**src/hdl/baro_pkg.sv**
```systemverilog
// baro_pkg: shared types, codes and constants of the barometer compensation core
package baro_pkg;

  // calibration register indexes
  typedef enum logic [2:0] {
    CFG_C1_SENS      = 3'd0,
    CFG_C2_OFFSET    = 3'd1,
    CFG_C3_SENS_TC   = 3'd2,
    CFG_C4_OFFSET_TC = 3'd3,
    CFG_C5_REF_TEMP  = 3'd4,
    CFG_C6_TEMP_COEF = 3'd5
  } cfg_idx_t;

  localparam logic [15:0] C1_RESET = 16'd40127;
  localparam logic [15:0] C2_RESET = 16'd36924;
  localparam logic [15:0] C3_RESET = 16'd23317;
  localparam logic [15:0] C4_RESET = 16'd23282;
  localparam logic [15:0] C5_RESET = 16'd33464;
  localparam logic [15:0] C6_RESET = 16'd28312;

  // 20.00 C reference and the -15.00 C knee, as offsets added to a = temp - 2000
  localparam logic signed [19:0] TEMP_REF  = 20'sd2000;
  localparam logic signed [19:0] TEMP_KNEE = 20'sd3500;

  localparam logic signed [14:0] TEMP_MIN  = -15'sd4000;
  localparam logic signed [14:0] TEMP_MAX  = 15'sd8500;
  localparam logic [16:0]        PRESS_MIN = 17'd1000;
  localparam logic [16:0]        PRESS_MAX = 17'd120000;

  typedef struct packed {
    logic [23:0] raw_press;
    logic [23:0] raw_temp;
  } sample_t;

  typedef struct packed {
    logic signed [14:0] temp_centi;
    logic [16:0]        press_centi;
    logic               out_of_range;
  } result_t;

  typedef struct packed {
    logic [15:0] c1;
    logic [15:0] c2;
    logic [15:0] c3;
    logic [15:0] c4;
    logic [15:0] c5;
    logic [15:0] c6;
  } cal_t;

  // first-order terms, leaving the front end
  typedef struct packed {
    logic [23:0]        d1;
    logic signed [18:0] a;      // temp - 2000
    logic signed [19:0] b;      // temp + 1500
    logic signed [19:0] temp1;
    logic signed [36:0] off;
    logic signed [36:0] sens;
    logic [17:0]        t2;
    logic               lt;     // below 20 C
    logic               lt2;    // below -15 C
  } front_t;

  // corrected terms, leaving the second-order stage
  typedef struct packed {
    logic [23:0]        d1;
    logic signed [14:0] temp_centi;
    logic               temp_flag;
    logic signed [40:0] off_f;
    logic signed [40:0] sens_f;
  } corr_t;

endpackage

```
**src/hdl/baro_front.sv**
```systemverilog
// baro_front: dT, the four first-order products and the first-order terms
module baro_front (
  input  logic              clk,
  input  logic              rst,
  input  logic              en,
  input  baro_pkg::cal_t    cal,
  input  logic              up_valid,
  input  baro_pkg::sample_t up,
  output logic              dn_valid,
  output baro_pkg::front_t  dn
);

  // stage a: temperature difference
  logic               va;
  logic signed [24:0] dt;
  logic [23:0]        d1_a;
  logic [25:0]        dt_w;

  assign dt_w = {2'b0, up.raw_temp} - {2'b0, cal.c5, 8'b0};

  // stage b: products
  logic               vb;
  logic signed [41:0] m_t;
  logic signed [41:0] m_off;
  logic signed [41:0] m_sens;
  logic signed [49:0] m_dd;
  logic [23:0]        d1_b;

  // stage c: first-order terms
  logic signed [18:0] a_w;
  logic signed [19:0] b_w;

  assign a_w = m_t[41:23];
  assign b_w = {a_w[18], a_w} + baro_pkg::TEMP_KNEE;

  always_ff @(posedge clk) begin
    if (rst) begin
      va       <= 1'b0;
      vb       <= 1'b0;
      dn_valid <= 1'b0;
    end else if (en) begin
      va       <= up_valid;
      vb       <= va;
      dn_valid <= vb;
    end
  end

  always_ff @(posedge clk) begin
    if (en) begin
      dt     <= dt_w[24:0];
      d1_a   <= up.raw_press;
      m_t    <= dt * $signed({1'b0, cal.c6});
      m_off  <= dt * $signed({1'b0, cal.c4});
      m_sens <= dt * $signed({1'b0, cal.c3});
      m_dd   <= dt * dt;
      d1_b   <= d1_a;
      dn.d1    <= d1_b;
      dn.a     <= a_w;
      dn.b     <= b_w;
      dn.temp1 <= {a_w[18], a_w} + baro_pkg::TEMP_REF;
      dn.off   <= {{2{m_off[41]}}, m_off[41:7]} + {5'b0, cal.c2, 16'b0};
      dn.sens  <= {{3{m_sens[41]}}, m_sens[41:8]} + {6'b0, cal.c1, 15'b0};
      dn.t2    <= m_dd[48:31];
      dn.lt    <= a_w[18];
      dn.lt2   <= b_w[19];
    end
  end

endmodule

```
**config.mk**
```make
export PLATFORM = sky130hd
export DESIGN_NAME = baro_front
export DESIGN_NICKNAME = d
export VERILOG_FILES = /design/src/hdl/baro_pkg.sv /design/src/hdl/baro_front.sv
export SDC_FILE = /design/constraint.sdc
export NUM_CORES = 2
export LEC_CHECK = 0
export ABC_AREA = 1
export BUFFER_PORTS_ARGS = -buffer_cell sky130_fd_sc_hd__buf_2
export CORE_MARGIN = 5
export CORE_UTILIZATION = 60
export DETAILED_ROUTE_END_ITERATION = 6
export HOLD_SLACK_MARGIN = 0.12
export PLACE_DENSITY = 0.76
export SYNTH_ARGS = -nofsm -noshare
export SYNTH_HDL_FRONTEND = slang
export SYNTH_SLANG_ARGS = --single-unit
```
**constraint.sdc**
```tcl
create_clock -name clk -period 11.9 [get_ports clk]
set_input_delay 1.19 -clock clk [delete_from_list [all_inputs] [get_ports clk]]
set_output_delay 1.19 -clock clk [all_outputs]
set_load 0.005 [all_outputs]
```
# Yosys cells after proc, flatten, opt, wreduce, memory -nomap -nowiden
# Cells that the tools add are included.
dict set report totals {
  latch_bits 0
  register_bits 428
  out_inout_bits 178
  romBits 0
  in_bits 148
  n_memories 0
  ramBits 0
}
dict set report classes {
  n_mux 0
  bitwise_logic 0
  addsub 5
  n_reduce_logical 0
  div 0
  n_mul 4
  eq_ne 0
  order_cmp 0
  shift 0
}
# cell n
set op_table {}
lappend op_table {{$mul A25 B17 Y42} 3}
lappend op_table {{$mul A25 B25 Y49} 1}
lappend op_table {{$add A35 B33 Y36} 1}
lappend op_table {{$add A34 B32 Y35} 1}
lappend op_table {{$sub A24 B24 Y25} 1}
lappend op_table {{$add A19 B12 Y20 const B} 1}
lappend op_table {{$add A19 B13 Y20 const B} 1}

# Logic depth before layout (Yosys ltp)
dict set report logic_depth {
  ltp_word 1
  mapped_depth 31
  mapped_depth_nobuf 29
}

# Least setup slack after synthesis
# OpenSTA, ideal clock, no wires.
dict set report synth_path {
  kind {reg2reg}
  startpoint {reg dt[24]}
  endpoint {reg m_dd[46] (data pin)}
  synth_period_minus_slack_ns 6.759
  arrival_time_ns 6.505
  setup_slack_ns 5.141
  stages_incl_launch_ff 25
  setup_time_ns 0.254
  path_cell_list {edfxtp_1 > buf_2 > clkbuf_1 > clkbuf_1 > nand2_1 > inv_1 > fa_1 > fa_1 > inv_1 > fa_1 > inv_1 > fa_1 > fa_1 > fa_1 > fa_1 > ha_1 > nand2_1 > inv_1 > nand2_1 > nor3_1 > nand2_1 > nor3_2 > nand2_1 > nand4_1 > nand2_1}
}
dict set report synth_between {
  elab_chain_len 1
}
# item line
set synth_lines {}
lappend synth_lines {{from (decl)} baro_front.sv:15} ;# logic signed [24:0] dt;
lappend synth_lines {{from (signal assigned)} baro_front.sv:50} ;# dt <= dt_w[24:0];
lappend synth_lines {{$mul A25 B25 Y49} baro_front.sv:55} ;# m_dd <= dt * dt;
lappend synth_lines {{to (signal assigned)} baro_front.sv:55}
lappend synth_lines {{to (decl)} baro_front.sv:26} ;# logic signed [49:0] m_dd;
# Every way passes these cells.
# A chain may end at the register's enable or synchronous reset.

# Worst setup path after layout
# Same ends and word-level chain as after synthesis.

==> summary by stage <==
Run status
The flow ran to the end, but the final reports show violations. The final reports fail on DRC.

GRT
The global-route total usage across every layer is 29.4%. Entering global routing, the biggest net connects 170 pins. The initial antenna violation count is 7. The global-route wire length before repair is 336 mm. The via count of the first global-routing pass is 66300. The total congestion overflow after global routing is 0.

Drt
Wires add up to 201 mm. The initial detailed-routing violation count is 4540. The count of TritonRoute iterations in the first routing pass is 7.

In the final routed layout, each cell accounts on average for 17.4 µm. Dividing the detail-routed via count by the number of cells gives 5.24. After detailed routing, the number of remaining DRC violations is 11. The number of nets with antenna violations after routing is 0. Detailed routing inserted a total of 60600 vias.

Placement
The detailed-placement wirelength estimate is 162 mm. The routability-driven placement congestion ratio is 0.926. OpenSTA, run right after detailed placement, puts the worst setup slack at 3.59 ns. Buffers placed on the I/O ports in this run total 325.

Logic synthesis
The distinct cell type count of the synthesized netlist is 44. In this run the cell area of the synthesized design comes to 80800 µm². The flip-flop and latch count after synthesis is 348. Dividing the synthesized area by the synthesized cell count gives 8.32 µm². The number of flops mapped to enable cells by yosys is 345.

Synthesis produced a netlist whose cell count is 9714. In the synthesized netlist the dominant register cell turns out to be sky130_fd_sc_hd__edfxtp_1. Counting every net in the synthesized netlist gives 12100. Of the synthesized area, sequential elements account for 12.9%.

Yosys printed 0 warnings. The async set-or-reset flop fraction in the synthesized netlist is 0%.

Clock tree
The clock passes through at most 3 buffers. The number of post-CTS setup repair buffers is 0. The clock net in this run drives a total of 348 sinks.

The maximum level of the CTS H-tree is 2. The clock-pin slew of the registers on the worst-case setup and hold paths is 0.07 ns. The number of hold buffers added after CTS was 0.

In this run the clock root is driven by a sky130_fd_sc_hd__clkbuf_16. The TritonCTS clock tree is built. In this run, CTS created clock tree buffers numbering 42. The clock reaches the later pin of the worst-skew pair after 0.64 ns.

Gates resized during post-CTS repair numbered 0.

Setup path
The nature of the critical path endpoint is a register. The worst reg2reg path startpoint is dt[24]. The critical path is of the register to register type.

The critical path data arrival time is 8.81 ns. The maximum fanout along the worst path is 64. At the worst endpoint, the required time is 12.28 ns. The critical path starts at dt[24]. The startpoint type of the worst setup path is a register.

Timing
The transition at the pin with the smallest max-transition slack is 1.14 ns. Setup repair after global routing left no endpoint under its margin. In the final timing run, aggregate negative setup slack is 0 ns.

The remaining max-slew budget at the tightest pin is 23.9%. The ratio of final minimum period to clock period is 70.8%. The number of max-slew violations in the final report is 0. The timing-limited maximum frequency is 119 MHz. Setup violations remaining at the end of the flow were counted as 0.

The minimum period implied by the final worst setup slack is 8.43 ns. The number of hold violations in the final report is 0. The worst-case clock skew is 0.0337 ns. The worst path meets setup with 3.47 ns of slack.

Layout
For this run, the post-layout net count is 12200. Cells with a size suffix above 1 make up 4.79% of the layout. The number of filler cells placed in the layout is 11300.

Compared with the post-synthesis result, the final layout area differs by 5.25%. The final core utilization is 63.6%.

Run
The reported max-cap violation count is 0.

Die
The total I/O pin count is 326. The die is 377 µm tall. The initial core utilization is 60.5%. The die is 377 µm wide. The die area is 142000 µm². The floorplan row count is 134. The total core area is 134000 µm².

Hold path
The type of the tightest min-delay check is register to register. The origin of the worst min-delay path is d1_a[0].
## worst paths after layout
check | slack [ns] | depth (start not counted) | to
hold reg to reg | 0.41 | 0 | d1_b[0]
hold / removal | 0.41 | 0 | d1_b[0]
setup / recovery | 3.47 | 22 | m_dd[46]
setup reg to reg | 3.47 | 22 | m_dd[46]
## cells in the mapped netlist (all sizes together) (47+ instances only)
library cell / number / area share, %
edfxtp: 345 / 13
nand2: 2550 / 12
a21oi: 227 / 1.4
nand3: 160 / 0.99
clkbuf: 308 / 1.4
o21ai: 117 / 0.74
nand4: 62 / 0.48
inv: 2962 / 14
fa: 1767 / 44
nor2: 377 / 1.8
o21bai: 47 / 0.46
ha: 504 / 7.8
xor2: 98 / 1.1
## flip-flops by register name, summed over array words and instances, names as in the netlist
signal    count
d1_a         24
d1_b         24
dn          166
dn_valid      1
dt           25
m_dd         18
m_off        35
m_sens       34
m_t          19
va            1
vb            1
## area by class of cell
class	instances	area, µm²	share of cell area, %
well taps	1768	2210	2.60
clock inverters	29	332	0.390
multi-input cells	6051	57900	68.1
clock buffers	46	1070	1.25
repair buffers	371	1990	2.35
diodes	3	7.51	0.00883
inverters	2962	11100	13.1
flip-flops and latches	348	10400	12.3
## stage by stage
stage	hold slack, ns	cells	cell area (µm²)
6_report	0.410	11600	85000
4_1_cts	0.416	11600	85000
5_1_grt	0.419	11600	85000
3_5_place_dp	0.405	11500	83600
2_1_floorplan	0.400	9714	80800
3_3_place_gp	0.401	11500	83600
## metal layers
layer	GRT usage [%]	up-vias	part of all wire [%]	wire length [µm]
met3	4.72	447	7.9	16000
met2	49.7	2430	48	97400
met1	39.4	30000	40	81100
met5	0	-	0.029	58
li1	-	27700	-	-
met4	9.15	8	3.2	6530
## logic make-up (layout without fill, tap and decap cells)
| kind of cell | after synthesis | in the layout | share of synthesized area (%) |
|---|---|---|---|
| buf+inv | 3315 | 3408 | 15.5 |
| fa+ha+maj | 2271 | 2271 | 51.6 |
| simple gates | 3211 | 3211 | 15.6 |
| compound gates | 430 | 430 | 2.97 |
| flops | 348 | 348 | 12.9 |
| xor+xnor | 139 | 139 | 1.51 |
| other cells | 0 | 3 | 0 |
## layout by cell type, fill, tap and decap left out, drive strengths merged
cell and count:
o31ai 1, and3 5, or2 5, bufinv 4, a21oi 227, nor3b 1, a31oi 7, inv 2968
ha 504, o211ai 1, nor3 38, a31o 1, nand3b 3, o21bai 47, clkbuf 46, diode 3
edfxtp 345, xnor2 41, nor2 377, nand2 2550, clkinvlp 3, nand3 160, o21a 3, a21boi 10
a41oi 1, fa 1767, clkinv 16, buf 371, xor2 98, nor4 6, and2 3, dfxtp 3
o21ai 117, nand4 62, a21o 15, nand2b 1
## critical path, cell delays in order, from the launching register on
cell and delay [ns]:
sky130_fd_sc_hd__edfxtp_1 0.68, sky130_fd_sc_hd__buf_4 0.87, sky130_fd_sc_hd__nand2_1 0.26, sky130_fd_sc_hd__inv_1 0.13, sky130_fd_sc_hd__fa_1 0.56, sky130_fd_sc_hd__fa_1 0.66
sky130_fd_sc_hd__inv_1 0.21, sky130_fd_sc_hd__fa_1 0.92, sky130_fd_sc_hd__inv_1 0.26, sky130_fd_sc_hd__fa_1 0.51, sky130_fd_sc_hd__fa_1 0.56, sky130_fd_sc_hd__fa_1 0.42
sky130_fd_sc_hd__fa_1 0.45, sky130_fd_sc_hd__ha_1 0.43, sky130_fd_sc_hd__nand2_1 0.13, sky130_fd_sc_hd__inv_1 0.09, sky130_fd_sc_hd__nand2_1 0.10, sky130_fd_sc_hd__nor3_1 0.33
sky130_fd_sc_hd__nand2_1 0.16, sky130_fd_sc_hd__nor3_2 0.12, sky130_fd_sc_hd__nand2_1 0.10, sky130_fd_sc_hd__nand4_1 0.10, sky130_fd_sc_hd__nand2_1 0.05
Power is left out: the tool's default activity adds up to more than one toggle a clock period on the data nets, which glitch-free logic cannot reach.
