===== src/hdl/baro_pkg.sv =====
// baro_pkg: shared types, codes and constants of the barometer compensation core
package baro_pkg;

  // calibration register indexes
  typedef enum logic [2:0] {
    CFG_C1_SENS      = 3'd0,
    CFG_C2_OFFSET    = 3'd1,
    CFG_C3_SENS_TC   = 3'd2,
    CFG_C4_OFFSET_TC = 3'd3,
    CFG_C5_REF_TEMP  = 3'd4,
    CFG_C6_TEMP_COEF = 3'd5
  } cfg_idx_t;

  localparam logic [15:0] C1_RESET = 16'd40127;
  localparam logic [15:0] C2_RESET = 16'd36924;
  localparam logic [15:0] C3_RESET = 16'd23317;
  localparam logic [15:0] C4_RESET = 16'd23282;
  localparam logic [15:0] C5_RESET = 16'd33464;
  localparam logic [15:0] C6_RESET = 16'd28312;

  // 20.00 C reference and the -15.00 C knee, as offsets added to a = temp - 2000
  localparam logic signed [19:0] TEMP_REF  = 20'sd2000;
  localparam logic signed [19:0] TEMP_KNEE = 20'sd3500;

  localparam logic signed [14:0] TEMP_MIN  = -15'sd4000;
  localparam logic signed [14:0] TEMP_MAX  = 15'sd8500;
  localparam logic [16:0]        PRESS_MIN = 17'd1000;
  localparam logic [16:0]        PRESS_MAX = 17'd120000;

  typedef struct packed {
    logic [23:0] raw_press;
    logic [23:0] raw_temp;
  } sample_t;

  typedef struct packed {
    logic signed [14:0] temp_centi;
    logic [16:0]        press_centi;
    logic               out_of_range;
  } result_t;

  typedef struct packed {
    logic [15:0] c1;
    logic [15:0] c2;
    logic [15:0] c3;
    logic [15:0] c4;
    logic [15:0] c5;
    logic [15:0] c6;
  } cal_t;

  // first-order terms, leaving the front end
  typedef struct packed {
    logic [23:0]        d1;
    logic signed [18:0] a;      // temp - 2000
    logic signed [19:0] b;      // temp + 1500
    logic signed [19:0] temp1;
    logic signed [36:0] off;
    logic signed [36:0] sens;
    logic [17:0]        t2;
    logic               lt;     // below 20 C
    logic               lt2;    // below -15 C
  } front_t;

  // corrected terms, leaving the second-order stage
  typedef struct packed {
    logic [23:0]        d1;
    logic signed [14:0] temp_centi;
    logic               temp_flag;
    logic signed [40:0] off_f;
    logic signed [40:0] sens_f;
  } corr_t;

endpackage


===== src/hdl/baro_press.sv =====
// baro_press: pressure product in two halves, final sum and output clamp
module baro_press (
  input  logic              clk,
  input  logic              rst,
  input  logic              en,
  input  logic              up_valid,
  input  baro_pkg::corr_t   up,
  output logic              dn_valid,
  output baro_pkg::result_t dn
);

  // d1*sens >> 21 = d1*sens_hi + (d1*sens_lo >> 21), sens_lo being the low 21 bits
  logic [20:0]        sens_lo;
  logic signed [19:0] sens_hi;

  assign sens_lo = up.sens_f[20:0];
  assign sens_hi = up.sens_f[40:21];

  // stage g: partial products
  logic               vg;
  logic [44:0]        pl;
  logic signed [44:0] ph;
  logic signed [40:0] off_g;
  logic signed [14:0] temp_g;
  logic               tflag_g;

  // stage h: sum and scale
  logic [46:0]        sum_w;
  logic               vh;
  logic signed [31:0] p;
  logic signed [14:0] temp_h;
  logic               tflag_h;

  assign sum_w = {{2{ph[44]}}, ph} + {23'b0, pl[44:21]} - {{6{off_g[40]}}, off_g};

  always_ff @(posedge clk) begin
    if (rst) begin
      vg       <= 1'b0;
      vh       <= 1'b0;
      dn_valid <= 1'b0;
    end else if (en) begin
      vg       <= up_valid;
      vh       <= vg;
      dn_valid <= vh;
    end
  end

  always_ff @(posedge clk) begin
    if (en) begin
      pl      <= up.d1 * sens_lo;
      ph      <= $signed({1'b0, up.d1}) * sens_hi;
      off_g   <= up.off_f;
      temp_g  <= up.temp_centi;
      tflag_g <= up.temp_flag;

      p       <= sum_w[46:15];
      temp_h  <= temp_g;
      tflag_h <= tflag_g;

      dn.temp_centi <= temp_h;
      if (p < $signed({15'b0, baro_pkg::PRESS_MIN})) begin
        dn.press_centi  <= baro_pkg::PRESS_MIN;
        dn.out_of_range <= 1'b1;
      end else if (p > $signed({15'b0, baro_pkg::PRESS_MAX})) begin
        dn.press_centi  <= baro_pkg::PRESS_MAX;
        dn.out_of_range <= 1'b1;
      end else begin
        dn.press_centi  <= p[16:0];
        dn.out_of_range <= tflag_h;
      end
    end
  end

endmodule


===== config.mk =====
export PLATFORM = sky130hd
export DESIGN_NAME = baro_press
export DESIGN_NICKNAME = d
export VERILOG_FILES = /design/src/hdl/baro_pkg.sv /design/src/hdl/baro_press.sv
export SDC_FILE = /design/constraint.sdc
export NUM_CORES = 2
export LEC_CHECK = 0
export ABC_AREA = 1
export BUFFER_PORTS_ARGS = -buffer_cell sky130_fd_sc_hd__buf_2
export CAP_MARGIN = 20
export CELL_PAD_IN_SITES_DETAIL_PLACEMENT = 1
export CELL_PAD_IN_SITES_GLOBAL_PLACEMENT = 1
export CORE_UTILIZATION = 45
export CTS_CLUSTER_DIAMETER = 150
export DETAILED_ROUTE_END_ITERATION = 10
export PLACE_DENSITY_LB_ADDON = 0.1
export SKIP_LAST_GASP = 1
export SYNTH_ARGS = -nofsm -noshare
export SYNTH_HDL_FRONTEND = slang
export SYNTH_SLANG_ARGS = --single-unit

===== constraint.sdc =====
create_clock -name clk -period 6.2 [get_ports clk]
set_input_delay 0.93 -clock clk [delete_from_list [all_inputs] [get_ports clk]]
set_output_delay 0.93 -clock clk [all_outputs]
set_load 0.01 [all_outputs]

== Word-level counts from Yosys, hierarchy flattened ==
Cells that the tools add are included.
Storage, ports and cells
  bits in latches: 0
  memory bits (writable): 0
  memories: 0
  register bits after elaboration: 231
  ROM bits: 0
  word-level logic and storage cells: 23
  output and inout bits: 34
Operators by class
  $add $sub $neg: 2
  equality and inequality tests: 0
  multiplexer cells: 1
  bitwise operators: 0
  reduce and logical (&&, ||, !) cells: 1
  divide/modulo/power cells: 0
  shifts and indexed selects: 0
  multipliers: 2
  order comparisons: 2
Operators by type and width (number)
  $sub A46 B41 Y47: 1
  $add A45 B25 Y46: 1
  $mul A24 B21 Y45: 1
  $mul A25 B20 Y45: 1
  $gt A32 B18 Y1 const B: 1
  $lt A32 B11 Y1 const B: 1
  $mux W18: 1
  $reduce_or A2 Y1: 1

== Depth between registers and ports, before layout ==
  depth in word-level cells: 2
  depth in mapped cells: 30
  gate-level depth less buffers: 28

== Worst setup path after synthesis ==
No wires, ideal clock.
  kind: input to register
  start: input up[116] (netlist bit)
  end: register pl[37], data pin
  arrival time: 6313 ps
  path slack: -365 ps
  buffers on the path: 2
  stages on the path: 24
  cells stage by stage: clkbuf_1 -> clkbuf_1 -> nand2_1 -> fa_1 -> inv_1 -> fa_1 -> inv_1 -> fa_1 -> inv_1 -> fa_1 -> fa_1 -> fa_1 -> inv_1 -> fa_1 -> inv_1 -> ha_1 -> a21oi_1 -> o21ai_0 -> a21oi_1 -> nor2_1 -> nor3_1 -> nand2_1 -> nand2_1 -> nand2_1
On the way
  word-level cells in the longest chain between the ends: 1
RTL lines
  from (decl): line baro_press.sv:7  | input baro_pkg::corr_t up,
  $mul A24 B21 Y45: line baro_press.sv:50  | pl <= up.d1 * sens_lo;
  to (signal assigned): line baro_press.sv:50
  to (decl): line baro_press.sv:21  | logic [44:0] pl;
Every way passes these cells.
A chain may end at the register's enable or synchronous reset.

== Worst setup path in the final report ==
  start: input up[116] (netlist bit)
  end: register ph[41], data pin
On the way
  word-level cells in the longest chain between the ends: 1
RTL lines
  $mul A25 B20 Y45: line baro_press.sv:51  | ph <= $signed({1'b0, up.d1}) * sens_hi;
  to (signal assigned): line baro_press.sv:51
  to (decl): line baro_press.sv:22  | logic signed [44:0] ph;
Every way passes these cells.

==> results.sh <==
export IMPL_status="finished with violations"
export IMPL_violations="setup timing"
export IMPL_hold_violations=0
export IMPL_end_kind="flip-flop"
export IMPL_cts_made_buffers=20
export IMPL_fin_cells=7615
export IMPL_synth_edf_count=207
export IMPL_ios=160
export IMPL_synthCells=5757
export IMPL_critPathSlowestCell="fa_1"
export IMPL_max_freq_ghz=0.159
export IMPL_dr_total_vias=38700
export IMPL_viasPerCell=5.08
export IMPL_drc=0
export IMPL_critPathMaxStageDelay_ns=0.55
export IMPL_synth_area_um2=45400
export IMPL_wl_mm=158
export IMPL_port_buffers=159
export IMPL_period_needed_ns=6.30
export IMPL_worst_pin_slew_ns=0.861
export IMPL_yosysUniqueCellTypes=43
export IMPL_worst_path_stages=22
export IMPL_clkSlewWorstSetupHoldPaths_ns=0.07
export IMPL_required_ns=6.48
export IMPL_hp_class="flip-flop to flip-flop"
export IMPL_yosys_warnings=0
export IMPL_place_gp_congestion=0.913
export IMPL_clock_latency_ns=0.55
export IMPL_row_count=116
export IMPL_slew_violations=0
export IMPL_grt_setup_unrepaired="true"
export IMPL_yosysSeqAreaShare_pct=13.8
export IMPL_synth_flop_cell="edfxtp_1"
export IMPL_grt_pass1_vias=41800
export IMPL_globalRouteOverflowTotal=0
export IMPL_clock_skew_ns=0.0404
export IMPL_syn2layout_area_growth_pct=22.0
export IMPL_cp_top_family="adder cells"
export IMPL_grt_pass1_wl_mm=235
export IMPL_synth_fp_nets=7113
export IMPL_synthesis_area_per_instance_um2=7.89
export IMPL_cp_arrival_ns=6.59
export IMPL_wl_per_cell_um=20.7
export IMPL_first_iter_violations=2228
export IMPL_postLayoutCellArea_um2=55400
export IMPL_yosysTopAreaCell="fa_1"
export IMPL_synth_area_leaders="fa_1 37%, inv_1 14%, edfxtp_1 14%, nand2_1 13%, ha_1 11%"
export IMPL_dp_cells=7504
export IMPL_final_nets=7660
export IMPL_path_buf_inv=6
export IMPL_cp_max_fo=13
export IMPL_reg2reg_slack_ns=3.14
export IMPL_rr_startpoint="pl[39]$_DFFE_PP_"
export IMPL_drive_gt1_share_pct=18.9
export IMPL_drtPass1Iterations=5
export IMPL_ys_async_sr_fraction_pct=0
export IMPL_hold_slack_ns=0.419
export IMPL_finalSetupViolations=29
export IMPL_start_kind="input pin"
export IMPL_cts_tree="yes"
export IMPL_cts_root_buf="clkbuf_16"
export IMPL_place_area_um2=51600
export IMPL_fp_coreArea_um2=100000
export IMPL_fillers=12000
export IMPL_setup_ws_ns=-0.102
export IMPL_grt_total_usage_pct=29.7
export IMPL_synth_seq_cells=210
export IMPL_synth_commonest_cells="1,727 x inv_1, 1,533 x nand2_1, 830 x fa_1"
export IMPL_crit_start="up[116]"
export IMPL_fin_util_pct=55.4
export IMPL_htreeDepth=1
export IMPL_antenna_found_initial=2
export IMPL_antenna_cells=0
export IMPL_synth_top_cell_area_share_pct=36.6
export IMPL_die_w_um=320
export IMPL_critical_path_class="input pin to flip-flop"
export IMPL_r2r_cells=12
export IMPL_final_period_utilization_pct=102
export IMPL_r2r_end="p[12]$_DFFE_PP_"
export IMPL_crit_chain="buf_8 > buf_12 > buf_6 > nand2_1 > fa_1 > inv_1 > fa_1 > inv_1 > fa_1 > inv_1 > fa_1 > fa_1 > fa_1 > ha_1 > ha_1 > a21oi_1 > o21ai_0 > a21oi_2 > o21ai_0 > nor2_1 > nand3_1 > nand2_1"
export IMPL_fp_dieArea_um2=102000
export IMPL_hold_start="temp_g[14]$_DFFE_PP_"
export IMPL_die_h_um=320
export IMPL_clock_sinks=210
export IMPL_grt_max_degree=117
export IMPL_crit_path_frequent_cell="fa_1"
export IMPL_max_cap_violations=0
export IMPL_initial_core_util_pct=45.4
export IMPL_yosysMostFrequentCell="inv_1"
export IMPL_cts_path_max_buffers=3
export IMPL_cp_endpoint="ph[41]$_DFFE_PP_"
export IMPL_final_antenna_net_count=0
export IMPL_hpwl_mm=130
export IMPL_max_slew_margin_rel_pct=42.6
worst register-to-register path, stage by stage (launching register included):
cell and delay (ns):
edfxtp_1 0.40, inv_1 0.09, fa_1 0.53, inv_1 0.04, ha_1 0.42, nand2_1 0.14
nor2_1 0.24, inv_1 0.07, nor2_1 0.21, nand2_1 0.10, inv_1 0.08, a21oi_1 0.09
xnor2_1 0.39
how the worst min path moves through the flow:
stage	end	slack, ns	cells past startpoint
after floorplan	dn[18]$_DFFE_PP_	0.40	0
after global placement	dn[23]$_DFFE_PP_	0.40	0
after detailed placement	tflag_h$_DFFE_PP_	0.41	0
after CTS	tflag_h$_DFFE_PP_	0.42	0
after global routing	dn[19]$_DFFE_PP_	0.43	0
final	temp_h[14]$_DFFE_PP_	0.42	0
layout by cell type, fill, tap and decap left out, types with 26 or more instances in the layout:
cell type  synthesis  routed
a21oi_1          192     139
a21oi_2            3      43
buf_12             0      58
buf_2              0     117
buf_4              0     460
buf_6              1      50
clkbuf_16          0      34
edfxtp_1         207     207
fa_1             830     792
fa_2               0      38
ha_1             400     355
ha_4               0      41
inv_1           1727    1668
inv_2              2      60
nand2_1         1533    1439
nand2_2           10      77
nand2_4            1      26
nand3_1          105      85
nand4_1           35      35
nor2_1           249     191
nor2_2             3      29
nor2_4             0      32
o21ai_0           94      63
xnor2_1           27      26
xor2_1            31      27
per-stage QoR:
step,worst slack (ns),TNS (ns)
final,-0.102,-1.43
after global routing,-0.289,-9.04
after CTS,-0.0444,-0.365
after detailed placement,-0.869,-40.98
after global placement,-0.840,-35.97
after floorplan,-0.00817,-0.00817
cells by family after synthesis:
group	after synthesis	share of synthesized area [%]
buf+inv	1919	15.9
xor+xnor	58	1.12
compound gates	345	4.14
fa+ha+maj	1230	47.6
flops	210	13.8
simple gates	1995	17.4
routing by layer:
metal	global-route usage (%)	share of wire [%]	vias to the layer above
li1	-	-	17700
met1	41.1	43	19800
met2	50.4	48	946
met3	2.35	4.8	215
met4	7.51	3.5	2
met5	0	0.0051	-
final cells by class:
| cell class | instances | area (µm²) | area share [%] |
|---|---|---|---|
| clock buffer | 24 | 537 | 0.969 |
| inverter | 1729 | 6490 | 11.7 |
| multi-input combinational | 3628 | 34000 | 61.3 |
| tap | 1298 | 1620 | 2.93 |
| timing repair buffer | 715 | 6370 | 11.5 |
| clock inverter | 11 | 136 | 0.246 |
| sequential | 210 | 6280 | 11.3 |
flip-flops by register name (all words and copies together) (netlist names):
register	flops
pl	24
temp_g	15
vh	1
vg	1
dn	33
p	32
ph	45
temp_h	15
dn_valid	1
tflag_h	1
off_g	41
tflag_g	1
timing repair:
action	4_1_cts	5_1_grt
hold buffers	0	0
gates resized for setup	139	498
endpoints found under the setup margin	51	57
gates cloned	3	13
buffers inserted	7	54
pin swaps	38	222
Power is not shown: default switching activity piles up to over one toggle a cycle in this logic, so the estimate is an artifact.
