**src/hdl/baro_pkg.sv**
```systemverilog
// baro_pkg: shared types, codes and constants of the barometer compensation core
package baro_pkg;

  // calibration register indexes
  typedef enum logic [2:0] {
    CFG_C1_SENS      = 3'd0,
    CFG_C2_OFFSET    = 3'd1,
    CFG_C3_SENS_TC   = 3'd2,
    CFG_C4_OFFSET_TC = 3'd3,
    CFG_C5_REF_TEMP  = 3'd4,
    CFG_C6_TEMP_COEF = 3'd5
  } cfg_idx_t;

  localparam logic [15:0] C1_RESET = 16'd40127;
  localparam logic [15:0] C2_RESET = 16'd36924;
  localparam logic [15:0] C3_RESET = 16'd23317;
  localparam logic [15:0] C4_RESET = 16'd23282;
  localparam logic [15:0] C5_RESET = 16'd33464;
  localparam logic [15:0] C6_RESET = 16'd28312;

  // 20.00 C reference and the -15.00 C knee, as offsets added to a = temp - 2000
  localparam logic signed [19:0] TEMP_REF  = 20'sd2000;
  localparam logic signed [19:0] TEMP_KNEE = 20'sd3500;

  localparam logic signed [14:0] TEMP_MIN  = -15'sd4000;
  localparam logic signed [14:0] TEMP_MAX  = 15'sd8500;
  localparam logic [16:0]        PRESS_MIN = 17'd1000;
  localparam logic [16:0]        PRESS_MAX = 17'd120000;

  typedef struct packed {
    logic [23:0] raw_press;
    logic [23:0] raw_temp;
  } sample_t;

  typedef struct packed {
    logic signed [14:0] temp_centi;
    logic [16:0]        press_centi;
    logic               out_of_range;
  } result_t;

  typedef struct packed {
    logic [15:0] c1;
    logic [15:0] c2;
    logic [15:0] c3;
    logic [15:0] c4;
    logic [15:0] c5;
    logic [15:0] c6;
  } cal_t;

  // first-order terms, leaving the front end
  typedef struct packed {
    logic [23:0]        d1;
    logic signed [18:0] a;      // temp - 2000
    logic signed [19:0] b;      // temp + 1500
    logic signed [19:0] temp1;
    logic signed [36:0] off;
    logic signed [36:0] sens;
    logic [17:0]        t2;
    logic               lt;     // below 20 C
    logic               lt2;    // below -15 C
  } front_t;

  // corrected terms, leaving the second-order stage
  typedef struct packed {
    logic [23:0]        d1;
    logic signed [14:0] temp_centi;
    logic               temp_flag;
    logic signed [40:0] off_f;
    logic signed [40:0] sens_f;
  } corr_t;

endpackage

```
**src/hdl/baro_corr.sv**
```systemverilog
// baro_corr: second-order correction, temperature clamp and corrected offset and sensitivity
module baro_corr (
  input  logic             clk,
  input  logic             rst,
  input  logic             en,
  input  logic             up_valid,
  input  baro_pkg::front_t up,
  output logic             dn_valid,
  output baro_pkg::corr_t  dn
);

  logic signed [18:0] a_in;
  logic signed [19:0] b_in;
  logic signed [37:0] sq_a;
  logic signed [39:0] sq_b;

  assign a_in = up.a;
  assign b_in = up.b;
  assign sq_a = a_in * a_in;
  assign sq_b = b_in * b_in;

  // stage d: squares and corrected temperature
  logic               vd;
  logic [34:0]        aa;
  logic [34:0]        bb;
  logic signed [19:0] temp2;
  logic signed [36:0] off_d;
  logic signed [36:0] sens_d;
  logic               lt_d;
  logic               lt2_d;
  logic [23:0]        d1_d;

  // stage e: correction terms
  logic [37:0] q5;
  logic [37:0] q7;
  logic [38:0] q11;
  logic [38:0] off2_w;
  logic [38:0] sens2_w;

  assign q5  = {3'b0, aa} + {1'b0, aa, 2'b0};
  assign q7  = {bb, 3'b0} - {3'b0, bb};
  assign q11 = {1'b0, bb, 3'b0} + {3'b0, bb, 1'b0} + {4'b0, bb};

  always_comb begin
    off2_w  = '0;
    sens2_w = '0;
    if (lt_d) begin
      off2_w  = {2'b0, q5[37:1]};
      sens2_w = {3'b0, q5[37:2]};
      if (lt2_d) begin
        off2_w  = off2_w + {1'b0, q7};
        sens2_w = sens2_w + {1'b0, q11[38:1]};
      end
    end
  end

  logic               ve;
  logic [38:0]        off2;
  logic [38:0]        sens2;
  logic signed [36:0] off_e;
  logic signed [36:0] sens_e;
  logic signed [14:0] temp_e;
  logic               tflag_e;
  logic [23:0]        d1_e;

  always_ff @(posedge clk) begin
    if (rst) begin
      vd       <= 1'b0;
      ve       <= 1'b0;
      dn_valid <= 1'b0;
    end else if (en) begin
      vd       <= up_valid;
      ve       <= vd;
      dn_valid <= ve;
    end
  end

  always_ff @(posedge clk) begin
    if (en) begin
      aa     <= sq_a[34:0];
      bb     <= sq_b[34:0];
      temp2  <= up.temp1 - (up.lt ? {2'b0, up.t2} : 20'd0);
      off_d  <= up.off;
      sens_d <= up.sens;
      lt_d   <= up.lt;
      lt2_d  <= up.lt2;
      d1_d   <= up.d1;

      off2   <= off2_w;
      sens2  <= sens2_w;
      off_e  <= off_d;
      sens_e <= sens_d;
      d1_e   <= d1_d;
      if (temp2 < baro_pkg::TEMP_MIN) begin
        temp_e  <= baro_pkg::TEMP_MIN;
        tflag_e <= 1'b1;
      end else if (temp2 > baro_pkg::TEMP_MAX) begin
        temp_e  <= baro_pkg::TEMP_MAX;
        tflag_e <= 1'b1;
      end else begin
        temp_e  <= temp2[14:0];
        tflag_e <= 1'b0;
      end

      // stage f: apply the corrections
      dn.d1         <= d1_e;
      dn.temp_centi <= temp_e;
      dn.temp_flag  <= tflag_e;
      dn.off_f      <= {{4{off_e[36]}}, off_e} - {2'b0, off2};
      dn.sens_f     <= {{4{sens_e[36]}}, sens_e} - {2'b0, sens2};
    end
  end

endmodule

```
**config.mk**
```make
export PLATFORM = sky130hd
export DESIGN_NAME = baro_corr
export DESIGN_NICKNAME = d
export VERILOG_FILES = /design/src/hdl/baro_pkg.sv /design/src/hdl/baro_corr.sv
export SDC_FILE = /design/constraint.sdc
export NUM_CORES = 2
export LEC_CHECK = 0
export ABC_CLOCK_PERIOD_IN_PS = 16100
export BUFFER_PORTS_ARGS = -buffer_cell sky130_fd_sc_hd__buf_2
export CAP_MARGIN = 20
export CORE_MARGIN = 4
export CORE_UTILIZATION = 25
export CTS_BUF_LIST = sky130_fd_sc_hd__clkbuf_8
export DETAILED_ROUTE_END_ITERATION = 12
export SYNTH_ARGS = -nofsm -noshare
export SYNTH_HDL_FRONTEND = slang
export SYNTH_SLANG_ARGS = --single-unit
```
**constraint.sdc**
```tcl
create_clock -name clk -period 16.1 [get_ports clk]
set_input_delay 1.61 -clock clk [delete_from_list [all_inputs] [get_ports clk]]
set_output_delay 1.61 -clock clk [all_outputs]
set_load 0.05 [all_outputs]
```
== Word-level counts from Yosys, hierarchy flattened ==
Cells that the tools add are included.

* Add/sub/neg operators: 9
* Multipliers: 2
* Order comparisons: 2
* Muxes and demuxes: 5
* Reduce and logical (&&, ||, !) cells: 2

{| class="wikitable"
|+ Operators with widths
! kind !! number
|-
| 37-bit by 40-bit subtractor with 41-bit output || 2
|-
| 36-bit by 38-bit adder with 39-bit output || 1
|-
| 37-bit by 38-bit adder with 39-bit output || 1
|-
| 38-bit by 36-bit adder with 39-bit output || 1
|-
| 39-bit by 35-bit adder with 39-bit output || 1
|-
| 35-bit by 37-bit adder with 38-bit output || 1
|-
| 38-bit by 35-bit subtractor with 38-bit output || 1
|-
| 37-bit 2-to-1 mux || 1
|-
| 36-bit 2-to-1 mux || 1
|-
| 19-bit by 19-bit multiplier with 35-bit output || 1
|-
| 20-bit by 20-bit multiplier with 35-bit output || 1
|-
| 20-bit by 15-bit greater-than comparator with 1-bit output (second input constant) || 1
|-
| 20-bit by 13-bit less-than comparator with 1-bit output (second input constant) || 1
|-
| 20-bit by 18-bit subtractor with 20-bit output || 1
|-
| 18-bit 2-to-1 mux || 1
|-
| 15-bit 2-to-1 mux || 1
|-
| 2-bit AND reduction || 1
|-
| 2-bit OR reduction || 1
|-
| 1-bit 2-to-1 mux || 1
|}

* Bits in registers: 507
* Input port bits: 181
* Output and inout port bits: 123
* Logic and storage cells: 46

== Logic depth before layout (Yosys ltp) ==
* Depth after elaboration: 4
* Mapped depth: 28
* Gate-level depth less buffers: 27

== Least setup slack after synthesis ==
OpenSTA, ideal clock, no wires.

* Path kind: input-to-reg
* Start: in up[119] (netlist name)
* End: reg bb[33] (data pin)
* Arrival time: 8.020 ns
* Required time: 15.842 ns
* Setup slack: 7.823 ns
* Stages on the path: 23
* Path buffers: 2
* Cells stage by stage: clkbuf_1 > clkbuf_1 > nand2_1 > fa_1 > fa_1 > fa_1 > inv_1 > fa_1 > fa_1 > fa_1 > inv_1 > fa_1 > inv_1 > ha_1 > a21oi_1 > o21ai_0 > o41ai_4 > a32oi_2 > a221o_2 > a2111o_1 > a21o_1 > a21oi_2 > xnor2_1

* Word-level cells in the longest chain between the ends: 1

{| class="wikitable"
|+ Ends and longest elaborated chain
! element !! line !! source
|-
| start, declared || baro_corr.sv:7 || <nowiki>input baro_pkg::front_t up,</nowiki>
|-
| 20-bit by 20-bit multiplier with 35-bit output || baro_corr.sv:20 || <nowiki>assign sq_b = b_in * b_in;</nowiki>
|-
| via sq_b[33] || baro_corr.sv:15 || <nowiki>logic signed [39:0] sq_b;</nowiki>
|-
| end signal, assigned || baro_corr.sv:81 || <nowiki>bb <= sq_b[34:0];</nowiki>
|-
| end, declared || baro_corr.sv:25 || <nowiki>logic [34:0] bb;</nowiki>
|}

The timed path passes the listed nets, and every way through them passes these cells.
A chain may end at the register's enable or synchronous reset.

== Worst setup path after layout ==
* Start: in up[119] (netlist name)
* End: reg bb[34] (data pin)

The elaborated chain is that of the path after synthesis.

==> reports/qor.log <==
qor: floorplanning.initial_core_util 25.2%
qor: timing.timing.final.hold_violations 0
qor: timing.worst_slew_pin_slew 1.00 ns
qor: logic_synthesis.yosys-top-cells-area sky130_fd_sc_hd__edfxtp_1 28%, sky130_fd_sc_hd__fa_1 26%, sky130_fd_sc_hd__ha_1 11%
qor: worst_setup_path.endpoint_required_time_on_the_critical_path 16.57 ns
qor: floorplanning.core_area 0.213 mm^2
qor: logic_synthesis.synth.top_cell.area_share 28.1%
qor: worst_setup_path.timing_worst_setup_path_type primary input to flop
qor: cells_and_area.finalNetCount 6792
qor: detailed_routing.detailroute.via_count 36900
qor: worst_setup_path.timing.critical_path.from_type primary input
qor: worst_setup_path.worstPathMaxFanout 18
qor: detailed_routing.wl_per_cell 16.8 um
qor: floorplanning.die_w 471 um
qor: detailed_routing.drt.antenna.violating_nets 0
qor: logic_synthesis.yosys_register_bits 504
qor: worst_setup_path.setup.worst_path.end_class flop
qor: cells_and_area.final_common_cell sky130_fd_sc_hd__inv_1
qor: logic_synthesis.number_of_cells_produced_by_synthesis 5135
qor: detailed_routing.vias_per_cell 4.43
qor: clock_network.cts-root-to-sink-buffers 3
qor: detailed_routing.detail_route.drc_violations 0
qor: job.number_of_max_capacitance_violations_reported 0
qor: detailed_routing.drt-initial-drc-count 2034
qor: placement.gpl.final_weighted_congestion 0.938
qor: floorplanning.num_rows 169
qor: logic_synthesis.ys.warnings.count 0
qor: placement.post-dp-hpwl 115 mm
qor: timing.timing.final.max_slew_violations 0
qor: timing.fin_crit_sh 51.5%
qor: clock_network.clkSinkCount 504
qor: grt.grt_pass1_vias 39000
qor: logic_synthesis.synth_edf_count 501
qor: worst_hold_path.min-delay-path-class flop to flop
qor: clock_network.clkSlewWorstSetupHoldPaths 0.07 ns
qor: clock_network.tritoncts yes
qor: grt.grt_max_degree 91
qor: grt.antenna_violations_before_repair 9
qor: logic_synthesis.postSynthNetCount 6488
qor: clock_network.cts_root_buf sky130_fd_sc_hd__clkbuf_8
qor: floorplanning.die_height 471 um
qor: timing.clock_skew 0.0438 ns
qor: clock_network.cts.hold.buffers_added 0
qor: logic_synthesis.synth_largest_area_cell sky130_fd_sc_hd__edfxtp_1
qor: timing.max_slew_margin 33.3%
qor: logic_synthesis.yosysSeqAreaShare 28.2%
qor: placement.io_buffer_count 303
qor: grt.grt-busiest-layer met2
qor: cells_and_area.fill_cells 22200
qor: clock_network.clk-insertion-delay-late 0.77 ns
qor: logic_synthesis.avg_inst_size_synth 10.4 um^2
qor: detailed_routing.dr.pass1.iters 5
qor: timing.finalWorstPathRequiredPeriod 8.30 ns
qor: worst_setup_path.timing.critical_path.max_delay_family adder cells
qor: floorplanning.io_pins 304
qor: floorplanning.dieArea 0.222 mm^2
qor: grt.grt_pass1_wl 220 mm
qor: logic_synthesis.netlist-cell-type-count 96
qor: worst_setup_path.crit_top_cell sky130_fd_sc_hd__fa_1
qor: clock_network.cts_inserted_buffers 85
qor: clock_network.cts-htree-levels 3
qor: timing.grt_setup_unrepaired no
qor: logic_synthesis.synth-main-ff-cell sky130_fd_sc_hd__edfxtp_1
qor: timing.fmax 121 MHz
qor: worst_setup_path.worstPathArrival 8.76 ns
qor: cells_and_area.mostFrequentLayoutCells 999 x sky130_fd_sc_hd__inv_1, 692 x sky130_fd_sc_hd__fa_1, 501 x sky130_fd_sc_hd__edfxtp_1
qor: detailed_routing.drt_wl_total 140 mm
qor: logic_synthesis.synth_async_sr_flop_share 0%
qor: grt.met3_capacity_usage_during_global_routing 1.97%
qor: grt.global_route.usage.met2 20.5%
qor: worst_setup_path.critical-path-slowest-cell sky130_fd_sc_hd__fa_1
qor: clock_network.postCtsResizedCells 0
qor: grt.gr-usage-all-layers 12.5%
qor: timing.timing.final.setup_violations 0
qor: worst_setup_path.max_stage_delay 0.55 ns
qor: clock_network.cts_post_setup_buffers_inserted 0
qor: status.run_status completed
qor: cells_and_area.area_delta_synth_final 12.2%
qor: logic_synthesis.synthesis.area 0.0535 mm^2
qor: grt.met1_usage 16.8%
qor: timing.fin_tns_setup 0 ns
qor: cells_and_area.post_route_cells_drive_above_1_share 8.70%
qor: worst_setup_path.critical_path_buffer_and_inverter_count 6
qor: grt.grt-ovfl-total 0
## cells in the mapped netlist, types with 7 or more instances
library cell and n:
sky130_fd_sc_hd__nor2b_1 62, sky130_fd_sc_hd__edfxtp_1 501, sky130_fd_sc_hd__and3_1 38, sky130_fd_sc_hd__a221oi_1 10, sky130_fd_sc_hd__nor3_1 51, sky130_fd_sc_hd__and2_1 174
sky130_fd_sc_hd__a22o_1 8, sky130_fd_sc_hd__inv_1 975, sky130_fd_sc_hd__nor2_1 214, sky130_fd_sc_hd__a21oi_1 295, sky130_fd_sc_hd__nand2_1 367, sky130_fd_sc_hd__o2111ai_1 7
sky130_fd_sc_hd__o211ai_1 17, sky130_fd_sc_hd__a21o_1 123, sky130_fd_sc_hd__o21ai_1 36, sky130_fd_sc_hd__o31a_1 7, sky130_fd_sc_hd__o21a_1 57, sky130_fd_sc_hd__a31oi_1 33
sky130_fd_sc_hd__o21ai_0 119, sky130_fd_sc_hd__ha_1 480, sky130_fd_sc_hd__o31ai_1 8, sky130_fd_sc_hd__fa_1 692, sky130_fd_sc_hd__xor2_1 107, sky130_fd_sc_hd__o22ai_1 11
sky130_fd_sc_hd__or2_2 12, sky130_fd_sc_hd__mux2i_1 10, sky130_fd_sc_hd__a211oi_1 45, sky130_fd_sc_hd__xnor2_1 228, sky130_fd_sc_hd__or3_1 20, sky130_fd_sc_hd__nand4_1 24
sky130_fd_sc_hd__clkbuf_1 95, sky130_fd_sc_hd__o21bai_1 45, sky130_fd_sc_hd__a211o_1 15, sky130_fd_sc_hd__nand2b_1 62, sky130_fd_sc_hd__nand3_1 47
## kinds of logic after synthesis
family | Yosys count | synth area share (%)
flops | 504 | 28.2
mux | 14 | 0.271
xor+xnor | 335 | 5.48
fa+ha+maj | 1172 | 37.1
other cells | 1 | 0.00700
buf+inv | 1076 | 7.54
compound gates | 927 | 11.3
simple gates | 1106 | 10.1
## stage by stage
step                hold WS (ns)  cell area [um^2]  utilization, %  setup slack [ns]  std cells
floorplan                  0.400             53500               -              7.82       5135
global placement           0.402             58300            27.4              7.16       8172
detailed placement         0.405             58300            27.4              7.09       8173
CTS                        0.373             60100            28.3              7.92       8327
global route               0.398             60100            28.3              7.38       8329
finish                     0.392             60100            28.3              7.80       8330
## layout make-up
type	count	area, um^2	share of cell area [%]
clock buffers	89	1220	2.04
clock inverters	65	527	0.877
well taps	2821	3530	5.88
repair buffers	315	1610	2.69
inverters	978	3670	6.11
flip-flops and latches	504	15100	25.1
multi-input cells	3555	34400	57.3
diodes	3	7.51	0.0125
## per-layer routing
metal	routed length [um]	vias up	share of wire, %
met4	4710	6	3.4
met3	7460	184	5.3
met5	46	-	0.033
met2	64000	994	46
met1	63900	18100	46
li1	-	17600	-
## state kept, by name, summed over array words and instances (netlist names), 15 cells and up
signal	count
dn	122
off2	39
sens2	38
off_d	37
off_e	37
sens_d	37
sens_e	37
aa	34
bb	34
d1_d	24
d1_e	24
temp2	20
temp_e	15
## path summary, 6_finish.rpt
kind	start	to	slack [ns]	cells past startpoint
worst max-delay path	up[119]	bb[34]$_DFFE_PP_	7.80	25
worst min-delay path	sens_d[14]$_DFFE_PP_	sens_e[14]$_DFFE_PP_	0.39	0
worst max register to register	bb[2]$_DFFE_PP_	sens2[37]$_SDFFCE_PN0P_	9.92	22
worst min register to register	sens_d[14]$_DFFE_PP_	sens_e[14]$_DFFE_PP_	0.39	0
Power is left out: the tool's default activity adds up to more than one toggle a clock period on the data nets, which glitch-free logic cannot reach.
